File: config.mk
export PLATFORM = sky130hd
export DESIGN_NAME = quadrature_counter_with_speed_flat
export DESIGN_NICKNAME = d
export VERILOG_FILES = /design/src/design/qcs_pkg.sv /design/src/design/qcs_chan_if.sv /design/src/design/quadrature_counter_with_speed.sv /design/src/flat_wrapper.sv
export SDC_FILE = /design/constraint.sdc
export NUM_CORES = 2
export LEC_CHECK = 0
export BUFFER_PORTS_ARGS = -buffer_cell sky130_fd_sc_hd__buf_2
export CAP_MARGIN = 20
export CORE_ASPECT_RATIO = 1.25
export CORE_MARGIN = 8
export CORE_UTILIZATION = 55
export DETAILED_ROUTE_END_ITERATION = 6
export HOLD_SLACK_MARGIN = 0.1
export PLACE_DENSITY = 0.71
export SKIP_CTS_REPAIR_TIMING = 1
export SLEW_MARGIN = 20
export SYNTH_ARGS = -nofsm -noshare
export SYNTH_HDL_FRONTEND = slang
export SYNTH_SLANG_ARGS = --single-unit
File: constraint.sdc
create_clock -name clk -period 16.2 [get_ports clk]
set_input_delay 3.24 -clock clk [delete_from_list [all_inputs] [get_ports clk]]
set_output_delay 3.24 -clock clk [all_outputs]
set_load 0.02 [all_outputs]
File: src/design/qcs_pkg.sv
// ----------------------------------------------------------------------------
// qcs_pkg: shared types and constants for the quadrature counter
// Beat payloads, event codes, register indexes and speed scaling constants.
// ----------------------------------------------------------------------------
`timescale 1ns / 1ps
`default_nettype none

package qcs_pkg;

    localparam int POS_W      = 64;
    localparam int SPEED_W    = 48;
    localparam int TIME_W     = 32;
    localparam int CPR_W      = 16;
    localparam int DIR_W      = 2;
    localparam int CFG_IDX_W  = 1;
    localparam int CFG_DATA_W = 16;

    localparam int FRAC_BITS_DEF = 16;

    // quotient bits kept below the overflow point, and numerator width
    localparam int QUO_W = SPEED_W - 1;
    localparam int NUM_W = 128;
    localparam int REM_W = NUM_W - QUO_W;

    // 2*pi with 32 fraction bits times microseconds per second
    localparam logic [63:0] TWO_PI_Q32 = 64'd26986075409;
    localparam logic [63:0] US_PER_S   = 64'd1000000;
    localparam logic [63:0] SPEED_K    = TWO_PI_Q32 * US_PER_S;

    localparam logic [SPEED_W-1:0] SPEED_MAX = {1'b0, {(SPEED_W - 1){1'b1}}};
    localparam logic [SPEED_W-1:0] SPEED_MIN = {1'b1, {(SPEED_W - 1){1'b0}}};

    localparam logic [1:0] FUNC_EDGE_A  = 2'd0;
    localparam logic [1:0] FUNC_EDGE_B  = 2'd1;
    localparam logic [1:0] FUNC_UPDATE  = 2'd2;
    localparam logic [1:0] FUNC_RESTART = 2'd3;

    localparam logic [CFG_IDX_W-1:0] REG_COUNT_DIRECTION = 1'd0;
    localparam logic [CFG_IDX_W-1:0] REG_COUNTS_PER_REV  = 1'd1;

    localparam logic [DIR_W-1:0] DIR_RESET = 2'd1;
    localparam logic [CPR_W-1:0] CPR_RESET = 16'd1024;

    typedef struct packed {
        logic [1:0]        func;
        logic              a_level;
        logic              b_level;
        logic [TIME_W-1:0] now_us;
    } item_t;

    typedef struct packed {
        logic signed [POS_W-1:0]   position;
        logic signed [SPEED_W-1:0] speed_q16;
        logic                      zero_interval;
    } result_t;

    typedef struct packed {
        logic [CFG_IDX_W-1:0]  index;
        logic [CFG_DATA_W-1:0] data;
    } cfg_t;

endpackage

`default_nettype wire

File: src/design/qcs_chan_if.sv
// ----------------------------------------------------------------------------
// qcs_chan_if: valid/ready channel
// One beat moves when valid and ready are both high at a rising clock edge.
// ----------------------------------------------------------------------------
`timescale 1ns / 1ps
`default_nettype none

interface qcs_chan_if #(
    parameter type payload_t = logic
) ();

    logic     valid;
    logic     ready;
    payload_t payload;

    modport source (
        output valid,
        output payload,
        input  ready
    );

    modport sink (
        input  valid,
        input  payload,
        output ready
    );

endinterface

`default_nettype wire

File: src/design/quadrature_counter_with_speed.sv
// ----------------------------------------------------------------------------
// quadrature_counter_with_speed: x4 quadrature position counter with speed
// item carries one event (A edge, B edge, speed update, baseline restart)
// with the sampled A/B levels and a microsecond timestamp. Each item gives
// exactly one result beat: the position count, the held speed (signed,
// FRAC_BITS fraction bits, saturated) and the zero-interval flag.
// cfg writes count_direction (index 0) or counts_per_rev (index 1); it is
// always ready; the user must write it only while no item is in flight,
// which the block itself does not enforce. Edges, restarts and updates with
// a zero interval go straight to the emit state; the next item is taken in
// the same cycle as their result beat goes valid.
// Speed updates: one 32x32 multiplier forms the divisor and the numerator,
// then one shared subtract/compare unit checks overflow (and saturates on it),
// runs a 47-step restoring division and the rounding step.
// item is not ready while an event is being worked on.
// Reset: count 0, baseline 0, speed 0, count_direction 1, counts_per_rev 1024.
// A stalled result sits in the output register; the next item is still
// taken and its result waits until the output register is free.
// ----------------------------------------------------------------------------
`timescale 1ns / 1ps
`default_nettype none

module quadrature_counter_with_speed #(
    parameter int FRAC_BITS = qcs_pkg::FRAC_BITS_DEF
) (
    input  wire           clk,
    input  wire           rst_n,
    qcs_chan_if.sink      item,
    qcs_chan_if.source    result,
    qcs_chan_if.sink      cfg
);

    import qcs_pkg::*;

    localparam int SHIFT = 32 - FRAC_BITS;
    localparam int DEN_W = CPR_W + TIME_W + SHIFT;
    localparam int CNT_W = $clog2(QUO_W);

    localparam logic [CNT_W-1:0] MUL_DEN  = CNT_W'(0);
    localparam logic [CNT_W-1:0] MUL_LL   = CNT_W'(1);
    localparam logic [CNT_W-1:0] MUL_LH   = CNT_W'(2);
    localparam logic [CNT_W-1:0] MUL_HL   = CNT_W'(3);
    localparam logic [CNT_W-1:0] MUL_HH   = CNT_W'(4);
    localparam logic [CNT_W-1:0] MUL_LAST = CNT_W'(5);
    localparam logic [CNT_W-1:0] DIV_LAST = CNT_W'(QUO_W - 1);

    typedef enum logic [5:0] {
        S_IDLE  = 6'b000001,
        S_MUL   = 6'b000010,
        S_OVF   = 6'b000100,
        S_DIV   = 6'b001000,
        S_ROUND = 6'b010000,
        S_EMIT  = 6'b100000
    } state_t;

    state_t              state_reg;
    logic [CNT_W-1:0]    cnt_reg;
    logic [CNT_W-1:0]    tag_reg;
    logic                out_valid_reg;
    result_t             out_reg;

    logic [DIR_W-1:0]    dir_reg;
    logic [CPR_W-1:0]    cpr_reg;
    logic [POS_W-1:0]    count_reg;
    logic [POS_W-1:0]    base_reg;
    logic [TIME_W-1:0]   time_reg;
    logic [SPEED_W-1:0]  speed_reg;
    logic                zero_reg;

    logic                neg_reg;
    logic [POS_W-1:0]    mag_reg;
    logic [TIME_W-1:0]   elapsed_reg;
    logic [63:0]         pp_reg;
    logic [NUM_W-1:0]    num_reg;
    logic [DEN_W-1:0]    den_reg;
    logic [REM_W-1:0]    rem_reg;
    logic [QUO_W-1:0]    q_reg;

    logic                item_fire;
    logic                out_free;
    logic [POS_W-1:0]    step;
    logic                forward;
    logic [POS_W-1:0]    delta;
    logic [TIME_W-1:0]   elapsed;
    logic [31:0]         mul_a;
    logic [31:0]         mul_b;
    logic [NUM_W-1:0]    pp_aligned;
    logic [REM_W-1:0]    cmp_a;
    logic [REM_W:0]      diff;
    logic                ge;
    logic [SPEED_W-1:0]  q_rnd;
    logic [SPEED_W-1:0]  speed_round;
    logic [SPEED_W-1:0]  speed_sat;

    assign item.ready     = (state_reg == S_IDLE);
    assign cfg.ready      = 1'b1;
    assign result.valid   = out_valid_reg;
    assign result.payload = out_reg;

    assign item_fire = item.valid && (state_reg == S_IDLE);
    assign out_free  = !out_valid_reg || result.ready;

    assign step    = {{(POS_W - DIR_W){dir_reg[DIR_W-1]}}, dir_reg};
    assign forward = (item.payload.func == FUNC_EDGE_A)
                   ? (item.payload.a_level == item.payload.b_level)
                   : (item.payload.a_level != item.payload.b_level);
    assign delta   = count_reg - base_reg;
    assign elapsed = item.payload.now_us - time_reg;

    // operand select for the shared multiplier
    always_comb
    begin
        mul_a = '0;
        mul_b = '0;
        unique case (cnt_reg)
            MUL_DEN:
            begin
                mul_a = elapsed_reg;
                mul_b = 32'(cpr_reg);
            end
            MUL_LL:
            begin
                mul_a = mag_reg[31:0];
                mul_b = SPEED_K[31:0];
            end
            MUL_LH:
            begin
                mul_a = mag_reg[31:0];
                mul_b = SPEED_K[63:32];
            end
            MUL_HL:
            begin
                mul_a = mag_reg[63:32];
                mul_b = SPEED_K[31:0];
            end
            MUL_HH:
            begin
                mul_a = mag_reg[63:32];
                mul_b = SPEED_K[63:32];
            end
            default:
            begin
                mul_a = '0;
                mul_b = '0;
            end
        endcase
    end

    // place the registered partial product at its column
    always_comb
    begin
        pp_aligned = NUM_W'(pp_reg);
        unique case (tag_reg)
            MUL_LH, MUL_HL: pp_aligned = NUM_W'(pp_reg) << 32;
            MUL_HH:         pp_aligned = NUM_W'(pp_reg) << 64;
            default:        pp_aligned = NUM_W'(pp_reg);
        endcase
    end

    // shared subtract/compare unit against the divisor
    always_comb
    begin
        cmp_a = '0;
        unique case (state_reg)
            S_OVF:   cmp_a = num_reg[NUM_W-1:QUO_W];
            S_DIV:   cmp_a = {rem_reg[REM_W-2:0], num_reg[QUO_W-1]};
            S_ROUND: cmp_a = {rem_reg[REM_W-2:0], 1'b0};
            default: cmp_a = '0;
        endcase
    end

    assign diff = {1'b0, cmp_a} - {1'b0, REM_W'(den_reg)};
    assign ge   = !diff[REM_W];

    assign q_rnd       = {1'b0, q_reg} + SPEED_W'(ge);
    assign speed_sat   = neg_reg ? SPEED_MIN : SPEED_MAX;
    assign speed_round = q_rnd[SPEED_W-1] ? speed_sat
                       : (neg_reg ? (SPEED_W'(0) - q_rnd) : q_rnd);

    always_ff @(posedge clk or negedge rst_n)
    begin
        if (!rst_n)
        begin
            state_reg     <= S_IDLE;
            cnt_reg       <= '0;
            out_valid_reg <= 1'b0;
            dir_reg       <= DIR_RESET;
            cpr_reg       <= CPR_RESET;
            count_reg     <= '0;
            base_reg      <= '0;
            time_reg      <= '0;
            speed_reg     <= '0;
        end
        else
        begin
            if (cfg.valid)
            begin
                unique case (cfg.payload.index)
                    REG_COUNT_DIRECTION: dir_reg <= cfg.payload.data[DIR_W-1:0];
                    REG_COUNTS_PER_REV:  cpr_reg <= cfg.payload.data[CPR_W-1:0];
                    default:             cpr_reg <= cpr_reg;
                endcase
            end

            // the emit state loads the next beat itself
            if (result.ready && state_reg != S_EMIT)
            begin
                out_valid_reg <= 1'b0;
            end

            unique case (state_reg)
                S_IDLE:
                begin
                    if (item_fire)
                    begin
                        unique case (item.payload.func)
                            FUNC_EDGE_A, FUNC_EDGE_B:
                            begin
                                count_reg <= forward ? (count_reg + step)
                                                     : (count_reg - step);
                                state_reg <= S_EMIT;
                            end
                            FUNC_UPDATE:
                            begin
                                time_reg <= item.payload.now_us;
                                base_reg <= count_reg;
                                cnt_reg  <= '0;
                                if (elapsed == '0 || cpr_reg == '0)
                                begin
                                    state_reg <= S_EMIT;
                                end
                                else
                                begin
                                    state_reg <= S_MUL;
                                end
                            end
                            FUNC_RESTART:
                            begin
                                time_reg  <= item.payload.now_us;
                                base_reg  <= count_reg;
                                state_reg <= S_EMIT;
                            end
                            default:
                            begin
                                state_reg <= S_EMIT;
                            end
                        endcase
                    end
                end
                S_MUL:
                begin
                    cnt_reg <= cnt_reg + CNT_W'(1);
                    if (cnt_reg == MUL_LAST)
                    begin
                        state_reg <= S_OVF;
                        cnt_reg   <= '0;
                    end
                end
                S_OVF:
                begin
                    if (ge)
                    begin
                        speed_reg <= speed_sat;
                        state_reg <= S_EMIT;
                    end
                    else
                    begin
                        state_reg <= S_DIV;
                    end
                end
                S_DIV:
                begin
                    cnt_reg <= cnt_reg + CNT_W'(1);
                    if (cnt_reg == DIV_LAST)
                    begin
                        state_reg <= S_ROUND;
                    end
                end
                S_ROUND:
                begin
                    speed_reg <= speed_round;
                    state_reg <= S_EMIT;
                end
                S_EMIT:
                begin
                    if (out_free)
                    begin
                        out_valid_reg <= 1'b1;
                        state_reg     <= S_IDLE;
                    end
                end
                default:
                begin
                    state_reg <= S_IDLE;
                end
            endcase
        end
    end

    // datapath registers, no reset needed
    always_ff @(posedge clk)
    begin
        if (item_fire)
        begin
            zero_reg    <= (item.payload.func == FUNC_UPDATE)
                        && (elapsed == '0 || cpr_reg == '0);
            neg_reg     <= delta[POS_W-1];
            mag_reg     <= delta[POS_W-1] ? (POS_W'(0) - delta) : delta;
            elapsed_reg <= elapsed;
            num_reg     <= '0;
        end

        if (state_reg == S_MUL)
        begin
            pp_reg  <= mul_a * mul_b;
            tag_reg <= cnt_reg;
            if (cnt_reg != MUL_DEN)
            begin
                if (tag_reg == MUL_DEN)
                begin
                    den_reg <= DEN_W'(pp_reg[CPR_W+TIME_W-1:0]) << SHIFT;
                end
                else
                begin
                    num_reg <= num_reg + pp_aligned;
                end
            end
        end

        if (state_reg == S_OVF)
        begin
            rem_reg <= cmp_a;
        end

        if (state_reg == S_DIV)
        begin
            rem_reg <= ge ? diff[REM_W-1:0] : cmp_a;
            q_reg   <= {q_reg[QUO_W-2:0], ge};
            num_reg <= num_reg << 1;
        end

        if (state_reg == S_EMIT && out_free)
        begin
            out_reg.position      <= count_reg;
            out_reg.speed_q16     <= speed_reg;
            out_reg.zero_interval <= zero_reg;
        end
    end

endmodule

`default_nettype wire

File: src/flat_wrapper.sv
// flat-port wrapper written by rule: the top's interface ports become plain ports
module quadrature_counter_with_speed_flat import qcs_pkg::*;
#(
    parameter int FRAC_BITS = qcs_pkg::FRAC_BITS_DEF
)
  (clk, rst_n, item_valid, item_payload, item_ready, result_valid, result_payload, result_ready, cfg_valid, cfg_payload, cfg_ready);
  qcs_chan_if #(.payload_t(item_t)) item_i ();
  qcs_chan_if #(.payload_t(result_t)) result_i ();
  qcs_chan_if #(.payload_t(cfg_t)) cfg_i ();
  input  wire clk;
  input  wire rst_n;
  input wire logic [$bits(item_i.valid)-1:0] item_valid;
  input wire logic [$bits(item_i.payload)-1:0] item_payload;
  output wire logic [$bits(item_i.ready)-1:0] item_ready;
  output wire logic [$bits(result_i.valid)-1:0] result_valid;
  output wire logic [$bits(result_i.payload)-1:0] result_payload;
  input wire logic [$bits(result_i.ready)-1:0] result_ready;
  input wire logic [$bits(cfg_i.valid)-1:0] cfg_valid;
  input wire logic [$bits(cfg_i.payload)-1:0] cfg_payload;
  output wire logic [$bits(cfg_i.ready)-1:0] cfg_ready;
  assign item_i.valid = item_valid;
  assign item_i.payload = item_payload;
  assign item_ready = item_i.ready;
  assign result_valid = result_i.valid;
  assign result_payload = result_i.payload;
  assign result_i.ready = result_ready;
  assign cfg_i.valid = cfg_valid;
  assign cfg_i.payload = cfg_payload;
  assign cfg_ready = cfg_i.ready;
  quadrature_counter_with_speed #(.FRAC_BITS(FRAC_BITS)) u_core (.clk(clk), .rst_n(rst_n), .item(item_i), .result(result_i), .cfg(cfg_i));
endmodule
Yosys cells after proc, flatten, opt, wreduce, memory -nomap -nowiden

Index checks and enable logic that the tools add are counted.

Register bits: 823
Input port bits: 58

Bitwise operators: 1
Equal/unequal tests: 27
Multiplexer cells: 35
$mul: 1
Add/sub/neg operators: 10
Reductions and logical operators: 33

Operators with widths:

| operator                                                               | number |
|---|---|
| 128-bit two-way mux                                                    | 5 |
| 128-bit one-hot mux with 2 select lines                                | 1 |
| 81-bit one-hot mux with 3 select lines                                 | 1 |
| 80-bit two-way mux                                                     | 3 |
| 48-bit two-way mux                                                     | 4 |
| 128-bit adder                                                          | 1 |
| 64-bit subtractor                                                      | 2 |
| 32-bit one-hot mux with 3 select lines                                 | 1 |
| 48-bit one-hot mux with 2 select lines                                 | 1 |
| 31-bit one-hot mux with 3 select lines                                 | 1 |
| 81-bit by 64-bit subtractor with 82-bit output                         | 1 |
| 64-bit adder                                                           | 1 |
| 64-bit two-way mux                                                     | 1 |
| 1-bit by 64-bit subtractor with 64-bit output (first input constant)   | 1 |
| 32-bit by 31-bit multiplier with 63-bit output                         | 1 |
| 63-bit two-way mux                                                     | 1 |
| 6-bit two-way mux                                                      | 9 |
| 47-bit by 1-bit adder with 48-bit output                               | 1 |
| 1-bit by 48-bit subtractor with 48-bit output (first input constant)   | 1 |
| 6-bit one-hot mux with 6 select lines                                  | 1 |
| 32-bit logical NOT                                                     | 1 |
| 32-bit subtractor                                                      | 1 |
| 6-bit by 2-bit equality test with 1-bit output (second input constant) | 5 |
| 6-bit by 3-bit equality test with 1-bit output (second input constant) | 4 |
| other kinds (30)                                                       | 58 |

Longest topological paths before layout

Depth after elaboration: 9
Mapped depth: 41
Mapped depth without buffers: 38

Least setup slack after synthesis

Ideal clock, no wire load.

Path type: input -> register
From: input port item_payload[32]
To: register u_core.count_reg[63]
Library setup time: 79 ps
Stages on the path: 18
Slack: 5474 ps
Buffers on the path: 1
Data arrival time: 10647 ps
Required time: 16121 ps
Cell sequence: xor2_1 > xnor2_1 > o21ai_0 > ha_1 > clkbuf_1 > a21o_1 > a21o_1 > a211oi_1 > o21ai_0 > nor3_1 > o22ai_1 > a211oi_1 > o41ai_1 > a21boi_0 > o21ai_0 > xnor2_1 > nor2_1 > xor2_1

Word-level cells in the longest chain between the ends: 3
Elaborated cells on any way between the ends: 4
Those cells by class: eq/ne: 2; mux: 2

Ends and longest elaborated chain:

| item                                                 | RTL line                                                                   | RTL |
|---|---|---|
| start, declared                                      | flat_wrapper.sv:13                                                         | `input wire logic [$bits(item_i.payload)-1:0] item_payload;` |
| 1-bit != test or 1-bit equality test (tied branches) | quadrature_counter_with_speed.sv:106, quadrature_counter_with_speed.sv:105 |  |
| 1-bit two-way mux *                                  | quadrature_counter_with_speed.sv:105                                       | `? (item.payload.a_level == item.payload.b_level)` |
| 64-bit two-way mux *                                 | quadrature_counter_with_speed.sv:219                                       | `count_reg <= forward ? (count_reg + step)` |
| end signal, assigned                                 | quadrature_counter_with_speed.sv:219                                       |  |
| end, declared                                        | quadrature_counter_with_speed.sv:64                                        | `logic [POS_W-1:0] count_reg;` |

Every way passes the cells marked *; elsewhere a longest branch is shown, timed or not.
A chain may end at the register's enable or synchronous reset.

Final worst setup path

From: register u_core.cnt_reg[3]
To: register u_core.pp_reg[62], data pin

Word-level cells in the longest chain between the ends: 4
Elaborated cells on any way between the ends: 12
Those cells by class: mul: 1; eq/ne: 4; mux: 2; reduce/logical: 5

Ends and longest elaborated chain:

| item                                                                                             | RTL line                             | RTL |
|---|---|---|
| start, declared                                                                                  | quadrature_counter_with_speed.sv:57  | `logic [CNT_W-1:0] cnt_reg;` |
| start signal, assigned                                                                           | quadrature_counter_with_speed.sv:252 | `cnt_reg <= cnt_reg + CNT_W'(1);` |
| start signal, assigned                                                                           | quadrature_counter_with_speed.sv:273 | `cnt_reg <= cnt_reg + CNT_W'(1);` |
| 6-bit by 2-bit equality test with 1-bit output (tied with other cells)                           | quadrature_counter_with_speed.sv:115 | `unique case (cnt_reg)` |
| 2-bit OR reduction (no line)                                                                     | -                                    |  |
| 32-bit one-hot mux with 3 select lines or 31-bit one-hot mux with 3 select lines (tied branches) | quadrature_counter_with_speed.sv:115 |  |
| 32-bit by 31-bit multiplier with 63-bit output *                                                 | quadrature_counter_with_speed.sv:315 | `pp_reg <= mul_a * mul_b;` |
| end signal, assigned                                                                             | quadrature_counter_with_speed.sv:315 |  |
| end, declared                                                                                    | quadrature_counter_with_speed.sv:73  | `logic [63:0] pp_reg;` |

Marks and branches as above.

==> impl_metrics.tcl <==
set metrics [dict create \
    met3_length_um 16700 \
    slew_viol_final 0 \
    maxCapViolCount 0 \
    clkLatencyLatePin_ns 0.76 \
    syn_avg_cell_area_um2 9.02 \
    post_drt_via_cell_ratio 6.14 \
    crit_arrival_ns 12.68 \
    start_util_pct 55.3 \
    numClockSinks 822 \
    place_hpwl_um 222000 \
    fillCellCount 13300 \
    wl_met2_um 136000 \
    grt_pass1_vias 71200 \
    finalCritPeriodShare_pct 75.3 \
    hold_violations 0 \
    setup_viol 0 \
    htree_levels 3 \
    ys_seq_elements 822 \
    synth_cell_types 133 \
    postRouteWirelength_um 281000 \
    multi_input_area_um2 56400 \
    clockBufferDepth 3 \
    grt_max_degree 110 \
    cp_top_family "adder cells" \
    yosys.area.top_type_share_pct 18.0 \
    first_pass_iters 7 \
    worstMarginPinSlew_ns 1.11 \
    slew_headroom_pct 26.0 \
    cts.clk_slew.worst_paths_ns 0.06 \
    ant_nets 0 \
    largest_register_ffs 128 \
    dieHeight_um 453 \
    syn_inst 9323 \
    drc 3 \
    final_area_um2 89800 \
    core-area_um2 152000 \
    crit_buf_inv 5 \
    drt_iter0_drc 5321 \
    yosysTopAreaCell "fa_1" \
    final_common_cell "inv_1" \
    synth_area_leaders "fa_1 18%, edfxtp_1 16%, ha_1 9.7%, dfrtp_1 7.0%, inv_1 4.7%" \
    synth_nets 10800 \
    async_flop_share_pct 29.1 \
    placed_area_um2 86500 \
    die_area_um2 166000 \
    seqCellArea_um2 22200 \
    setup_tns_ns 0 \
    critPathRequiredTime_ns 16.69 \
    areaGrowthSynthToFinish_pct 6.77 \
    top_layer "met5" \
    crit_path_end_kind "flop" \
    fp.dieW_um 366 \
    worst_path_max_delay_cell "a211oi_1" \
    antenna_found_initial 9 \
    status "finished, violations left" \
    nets 10700 \
    ys_dominant_reg_cell "edfxtp_1" \
    skew_ns 0.0682 \
    yosys_warnings 0 \
    final.min_clock_period_ns 12.19 \
    ios 174 \
    fmax_mhz 82.0 \
    violations "design-rule violations" \
    numCtsBuffers 90 \
    grt.total_usage_pct 33.2 \
    crit_fanout 58 \
    cpMostUsedCell "fa_1" \
    start_kind "flop" \
    crit_type "flop to flop" \
    grt_pass1_wl_um 428000 \
    hp-class "flop to flop" \
    avgRoutedWirePerCell_um 24.8 \
    num_rows 160 \
    routedLengthMet1_um 105000 \
    port_buffers 172 \
    layout_common_cells "1046 x inv_1, 965 x nand2_1, 794 x nor2_1, 754 x fa_1, 653 x ha_1" \
    gp_congestion 1.10 \
    cts_tree "yes" \
    gr-total-overflow 0 \
    vias 69500 \
    synth_seq_area_share_pct 26.4 \
    synth_edf_count 455 \
    grt_setup_unrepaired "false" \
    slowest_delay_ns 0.86 \
    drive_gt1_share_pct 7.42 \
    syn_area_um2 84100 \
    cts_root_buffer "clkbuf_16" \
]
## stage by stage
step	util (%)	hold slack, ns	cells	setup WS, ns
after floorplan	-	0.400	9323	5.47
after global placement	57.0	0.434	11200	4.36
after detailed placement	57.0	0.433	11200	4.20
after CTS	59.1	0.448	11300	4.14
after global routing	59.1	0.460	11300	3.46
final	59.1	0.446	11300	4.01
## kinds of logic after synthesis
family | synth area share [%]
AND/OR/NAND/NOR | 14.7
flip-flops | 26.4
XOR/XNOR | 5.18
adder cells (fa/ha/maj) | 27.7
other | 0.00446
buffers and inverters | 6.82
AO/OA/AOI/OAI | 17.3
multiplexers | 1.84
## worst register-to-register path: cells and delay by family (launching register included)
kind            cells  cell delay [ns]
xor+xnor            2             0.32
compound gates      6             2.11
buf+inv             5             0.83
flops               1             0.46
fa+ha+maj           9             4.52
simple gates       10             3.69
## area by class of cell
cell class	count	share of cell area, %
tap	2025	2.82
timing repair buffer	255	1.66
clock inverter	53	0.783
inverter	1051	4.40
antenna	6	0.0167
sequential	822	24.7
multi-input combinational	6998	62.8
clock buffer	117	2.79
## routing by layer
| layer | vias to the layer above | global-route usage [%] |
|---|---|---|
| met1 | 34200 | 38.2 |
| met4 | 6 | 22.2 |
| met2 | 2609 | 57.7 |
| li1 | 31900 | - |
| met5 | - | 0 |
| met3 | 798 | 4.73 |
## final timing paths
path	from	to	slack [ns]	cells after the start
worst max register to register	u_core.cnt_reg[3]$_DFFE_PN0P_	u_core.pp_reg[62]$_DFFE_PP_	4.01	32
worst min register to register	u_core.speed_reg[38]$_DFFE_PN0P_	u_core.result.payload[39]$_DFFE_PP_	0.45	0
worst max-delay path	u_core.cnt_reg[3]$_DFFE_PN0P_	u_core.pp_reg[62]$_DFFE_PP_	4.01	32
worst min-delay path	u_core.speed_reg[38]$_DFFE_PN0P_	u_core.result.payload[39]$_DFFE_PP_	0.45	0
min in group asynchronous	rst_n	u_core.count_reg[17]$_DFFE_PN0P_	2.52	1
max in group asynchronous	rst_n	u_core.state_reg[1]$_DFFE_PN0P_	12.16	2
## cells in the mapped netlist, types with 34 or more instances
cell and instances:
a211oi_1 69, a21o_1 250, a21oi_1 650, a221oi_1 34
a22o_1 105, a22oi_1 59, a31oi_1 116, and2_1 133
and3_1 76, buf_1 40, clkbuf_1 371, dfrtp_1 236
dfxtp_1 128, edfxtp_1 455, fa_1 754, ha_1 653
inv_1 1048, mux2_2 124, nand2_1 971, nand2b_1 58
nand3_1 171, nand4_1 129, nor2_1 800, nor2b_1 48
nor3_1 87, nor4_1 50, o211ai_1 34, o21a_1 61
o21ai_0 511, o21bai_1 87, o31ai_1 50, xnor2_1 308
xor2_1 186
Power is left out: the tool's default activity adds up to more than one toggle a clock period on the data nets, which glitch-free logic cannot reach.
